<file path="src/rtl/tqp_pkg.sv">
`default_nettype none

package tqp_pkg;

    localparam int ENTRIES_DEF = 32;
    localparam logic [31:0] CAP_RESET = 32'd67108864;
    localparam logic [15:0] REFS_MAX = 16'hFFFF;
    localparam int ADDR_W = 3;
    localparam logic [ADDR_W-1:0] ADDR_CAPACITY = '0;

    typedef enum logic [2:0] {
        ST_HIT         = 3'd0,
        ST_INSERTED    = 3'd1,
        ST_MISMATCH    = 3'd2,
        ST_TOO_LARGE   = 3'd3,
        ST_NO_SPACE    = 3'd4,
        ST_RELEASED    = 3'd5,
        ST_REL_IGNORED = 3'd6,
        ST_EVICTED     = 3'd7
    } status_t;

    typedef enum logic [2:0] {
        S_IDLE,
        S_FIND,
        S_DECIDE,
        S_EVCHK,
        S_VSCAN,
        S_VPICK,
        S_EVICT,
        S_OUT
    } state_t;

    typedef struct packed {
        logic [63:0] key;
        logic [1:0]  kind;
        logic [31:0] bytes;
    } slot_word_t;

endpackage

`default_nettype wire

</file>
<file path="src/rtl/tqp_slot_mem.sv">
`default_nettype none

module tqp_slot_mem #(
    parameter int ENTRIES = tqp_pkg::ENTRIES_DEF,
    localparam int IW = $clog2(ENTRIES)
) (
    input  wire logic                clk,
    input  wire logic                we,
    input  wire logic [IW-1:0]       waddr,
    input  wire tqp_pkg::slot_word_t wdata,
    input  wire logic [IW-1:0]       raddr,
    output tqp_pkg::slot_word_t      rdata
);

    tqp_pkg::slot_word_t mem [ENTRIES];
    tqp_pkg::slot_word_t rdata_reg;

    always_ff @(posedge clk)
    begin
        if (we)
        begin
            mem[waddr] <= wdata;
        end
        rdata_reg <= mem[raddr];
    end

    assign rdata = rdata_reg;

endmodule

`default_nettype wire

</file>
<file path="config.mk">
export PLATFORM = sky130hd
export DESIGN_NAME = tqp_slot_mem
export DESIGN_NICKNAME = d
export VERILOG_FILES = /design/src/rtl/tqp_pkg.sv /design/src/rtl/tqp_slot_mem.sv
export SDC_FILE = /design/constraint.sdc
export NUM_CORES = 2
export LEC_CHECK = 0
export BUFFER_PORTS_ARGS = -buffer_cell sky130_fd_sc_hd__buf_2
export CORE_MARGIN = 1.5
export CORE_UTILIZATION = 50
export CTS_CLUSTER_SIZE = 20
export DETAILED_ROUTE_END_ITERATION = 10
export PLACE_DENSITY = 0.66
export SLEW_MARGIN = 20
export SYNTH_ARGS = -nofsm -noshare
export SYNTH_HDL_FRONTEND = slang
export SYNTH_SLANG_ARGS = --single-unit
</file>
<file path="constraint.sdc">
create_clock -name clk -period 9.3 [get_ports clk]
set_input_delay 0.93 -clock clk [delete_from_list [all_inputs] [get_ports clk]]
set_output_delay 0.93 -clock clk [all_outputs]
set_load 0.005 [all_outputs]
</file>
Word level (Yosys, flattened, before mapping)
Memories as Yosys holds them, arrays and structs flattened. A register that Yosys moved wholly into a read port is not among the register bits.
Index checks and enable logic that the tools add are counted.
{"block": "word_totals", "ram_bits": 3136, "reg_bits": 0, "latch_bits": 0, "mem_count": 1, "romBits": 0, "inputBits": 110, "word_cells": 3}
{"block": "op_classes", "n_addsub": 0, "magnitude_cmp": 0, "shift": 0, "reduce_logical": 0, "n_bitwise": 0, "n_mul": 0, "eq_ne": 0, "n_div": 0, "n_mux": 2}
{"name": "mem", "depth": 32, "word_bits": 98, "read_ports": 1, "rd_clocked_by_memory_dff": 1, "write_ports": 1, "line": "tqp_slot_mem.sv:15", "rtl": "tqp_pkg::slot_word_t mem [ENTRIES];"}
{"op": "1-bit two-way mux", "n": 2}

Depth between registers and ports, before layout
{"block": "logic_depth", "word_depth": 2, "depth_mapped": 9}

Worst setup path before layout
OpenSTA, ideal clock, no wires.
{"block": "synth_path", "path_kind": "input -> register", "from": "input port waddr[1]", "to": "memory mem[12][0] in the netlist's numbering (enable)", "slack_ns": 3.073, "path_stages": 3, "path_buffers": 1, "t_arrival_ns": 5.671, "setup_ns": 0.556, "cell_sequence": "or3b_2 clkbuf_1 nor2_1"}
{"element": "start, declared", "line": "tqp_slot_mem.sv:9", "rtl": "input wire logic [IW-1:0] waddr,"}
{"element": "end, declared", "line": "tqp_slot_mem.sv:15"}
Straight into the memory's write port.

==> summary.txt <==
Setup path
  – Crit-path cells: buf_8 > buf_4 > buf_4 > buf_4 > mux4_2 > a22oi_1 > nand4_1
  – Slowest stage delay, CP: 0.80 ns
  – Worst Setup End Kind: flop
  – Most common cell on crit path: buf_4
  – Startpoint Class: input port
  – CP Data Arrival Time: 4.52 ns
  – Critical path required time: ~10 ns
  – Critical path peak fanout: 44
  – Critical Path Slowest Stage Cell: buf_4
  – Delay-heaviest family, CP: buffers and inverters
  – Crit Reg-Reg Endpoint: rdata[82]$_DFF_P_
  – Register-to-register setup slack: 7.68 ns
  – Worst reg2reg path depth: 4
  – Worst Path Buf+Inv: 4
  – Crit Path Class: in -> reg
  – Worst r2r src: mem[14][82]$_DFFE_PP_

Synth
  – Predominant post-synthesis flop cell: edfxtp_1
  – Cell variety after synth: 32
  – Synth Area per Inst: approximately 21 sq um
  – Flops & latches, synth: 3234
  – Top post-synthesis cells by area: edfxtp_1 78%, mux4_2 7.5%, mux2i_1 6.3%, a22oi_1 3.1%, dfxtp_1 1.6%
  – Mapped Area: 0.121 sq mm
  – Post-synth EDFFs: 3136
  – Synth async-reset ratio: 0%
  – Ys Warns: 0
  – Mapped Cells: 5704
  – Post-synth top area share: 77.8%
  – Synthesized Nets: 5814
  – Synth area leader: edfxtp_1
  – Register area share after synthesis: 79.4%

Global route
  – Global-route wire length before repair: 440000 um
  – Vias in the first global route: between 50000 and 60000
  – Total gr overflow: 0
  – Initial antenna violation count: 53
  – Pin count of the biggest net entering global routing: 129
  – Overall Global Routing Usage: about a quarter

Layout
  – Fill cells: about 18000
  – Nets: 6170
  – Synth-to-layout area growth: 12.8%
  – Commonest cells after routing, fill and taps aside: 3136 x edfxtp_1, 764 x mux2i_1, 501 x a22oi_1, 402 x mux4_2, 344 x clkbuf_16
  – Layout cell share with drive strength beyond 1: 19.8%
  – Most common cell after layout, fill and taps aside: edfxtp_1
  – Largest register FFs: 3136
  – Area occupied by multi-input gates: 0.0236 sq mm
  – Sequential cell area: 0.0961 sq mm

Timing
  – Hold Fails Final Rpt: 0
  – Worst-margin pin slew: 1.18 ns
  – Pins Over Slew Limit: 0
  – Hold WS: 0.448 ns
  – RSZ-0062 raised after global routing: false
  – Final worst path period need: 3.79 ns
  – Final setup fails: 0
  – Peak Freq: about 0.26 GHz
  – Clock Skew: 0.0626 ns
  – Slew margin rel.: 21.4%
  – Sum Neg Setup Slack: 0 ns
  – Final setup margin: 5.51 ns
  – Tcrit/Tclk final: 40.8%

Pwr
  – Sequential power share: 53.5%
  – Power Dens Cells: 224 mW/mm^2
  – Comb pwr share: 4.4%
  – LEAKAGE: 0.0447 uW
  – Clk pwr share: 42.2%
  – Worst vdd ir: roughly 0.17 mV
  – Switching pwr: 6310 uW
  – P_int: 24200 uW
  – Switch share: between 20% and 30%

Min path
  – Hold EP: mem[11][82]$_DFFE_PP_
  – Min-delay src: wdata[82]
  – WHS Path Cells: 1
  – Min-Delay Path Class: in -> reg

Drt
  – Vias: 60300
  – WL/cell: around 33 um
  – Final ANT Viol Nets: 0
  – First-pass iteration count of the detailed router: 6
  – Via density: between 6 and 7
  – Drc violations: 0
  – Total wire length: 310000 um
  – Initial DRC Count: 7616

Die
  – Die W: between 400 and 500 um
  – Die span in y: 495 um
  – Core Footprint: approximately 0.24 sq mm
  – Top-Level Pins: 208
  – # rows: between 150 and 200
  – Starting Density: 50.3%
  – Die ar.: 0.245 sq mm

Clock tree
  – Max Root-Sink Buffers: 4
  – Clk slew on worst S/H paths: 0.06 ns
  – Sink Count: approximately 3200
  – Resized Gates After CTS: 0
  – Latest clock arrival within the worst-skew pair: 0.95 ns
  – CTS tree: done
  – CTS Buf Count: 338
  – Setup bufs post-CTS: 0
  – Cts hold-fix bufs: 0
  – Root buf cell: clkbuf_16
  – H-tree levels: 5

Place
  – Port Buf Inserts: slightly above 200
  – Hpwl dp: 147000 um
  – DP Worst Slack: 4.57 ns
  – Routability cong.: 0.760

Flow run
  – Max cap viols: 0

Status
  – Status: finished, final reports clean
[per-stage QoR]
| step | utilization [%] | cells | power [uW] | area [sq um] |
|---|---|---|---|---|
| after CTS | 56.7 | 9498 | 30700 | 136000 |
| final | 56.8 | 9517 | 30500 | 137000 |
| after global placement | 52.4 | 8903 | 17900 | 126000 |
| after floorplan | - | 5704 | 17300 | 121000 |
| after detailed placement | 52.4 | 8903 | 18000 | 126000 |
| after global routing | 56.8 | 9506 | 31300 | 137000 |
[routing by layer]
layer / part of all wire [%] / wire [um] / up-vias / global-route usage [%]
li1: - / - / 24600 / -
met1: 41 / 127000 / 32200 / 36.5
met2: 48 / 149000 / 3001 / 40.1
met3: 9.1 / 28100 / 498 / 4.44
met4: 2.0 / 6290 / 30 / 5.91
met5: 0.063 / 195 / - / 0
[worst max path at each step]
stage | startpoint | to | slack [ns] | cells past startpoint
after floorplan | waddr[1] | mem[12][0]$_DFFE_PP_ | 3.07 | 3
after global placement | raddr[0] | rdata[0]$_DFF_P_ | 4.56 | 7
after CTS | raddr[0] | rdata[0]$_DFF_P_ | 5.50 | 7
after detailed placement | raddr[0] | rdata[56]$_DFF_P_ | 4.57 | 7
after global routing | raddr[0] | rdata[0]$_DFF_P_ | 5.26 | 7
final | raddr[0] | rdata[0]$_DFF_P_ | 5.51 | 7
[final cells by class]
| class | instances | share of cell area [%] |
|---|---|---|
| inverters | 1 | 0.00275 |
| well taps | 3185 | 2.92 |
| clock inverters | 125 | 0.798 |
| multi-input cells | 2149 | 17.3 |
| flip-flops and latches | 3234 | 70.4 |
| repair buffers | 336 | 1.68 |
| diodes | 17 | 0.0312 |
| clock buffers | 470 | 6.88 |
[cells in the mapped netlist, drive strengths merged, types with 10 or more instances]
| master | count |
|---|---|
| clkbuf | 130 |
| a31oi | 56 |
| buf | 190 |
| dfxtp | 98 |
| a22oi | 501 |
| mux4 | 402 |
| nor2b | 15 |
| a22o | 56 |
| a21oi | 17 |
| nand4 | 42 |
| nand2 | 22 |
| nand3 | 184 |
| mux2i | 764 |
| edfxtp | 3136 |
| and2 | 10 |
| nor2 | 46 |
[kinds of logic (layout without fill, tap and decap cells)]
group,Yosys count,in the layout,synth area share (%)
buf+inv,321,932,1.37
flops,3234,3234,79.4
other cells,0,17,0
simple gates,335,335,1.41
compound gates,648,648,3.99
mux,1166,1166,13.8
[power groups by stage]
stage / logic, uW / clock network, uW / registers (uW)
2_1_floorplan: 754 / 0 / 16600
5_1_grt: 1420 / 13600 / 16300
3_5_place_dp: 1330 / 0 / 16600
4_1_cts: 1340 / 13000 / 16300
3_3_place_gp: 1310 / 0 / 16600
6_report: 1330 / 12900 / 16300
Note: power is estimated with default switching activity, not from simulation.
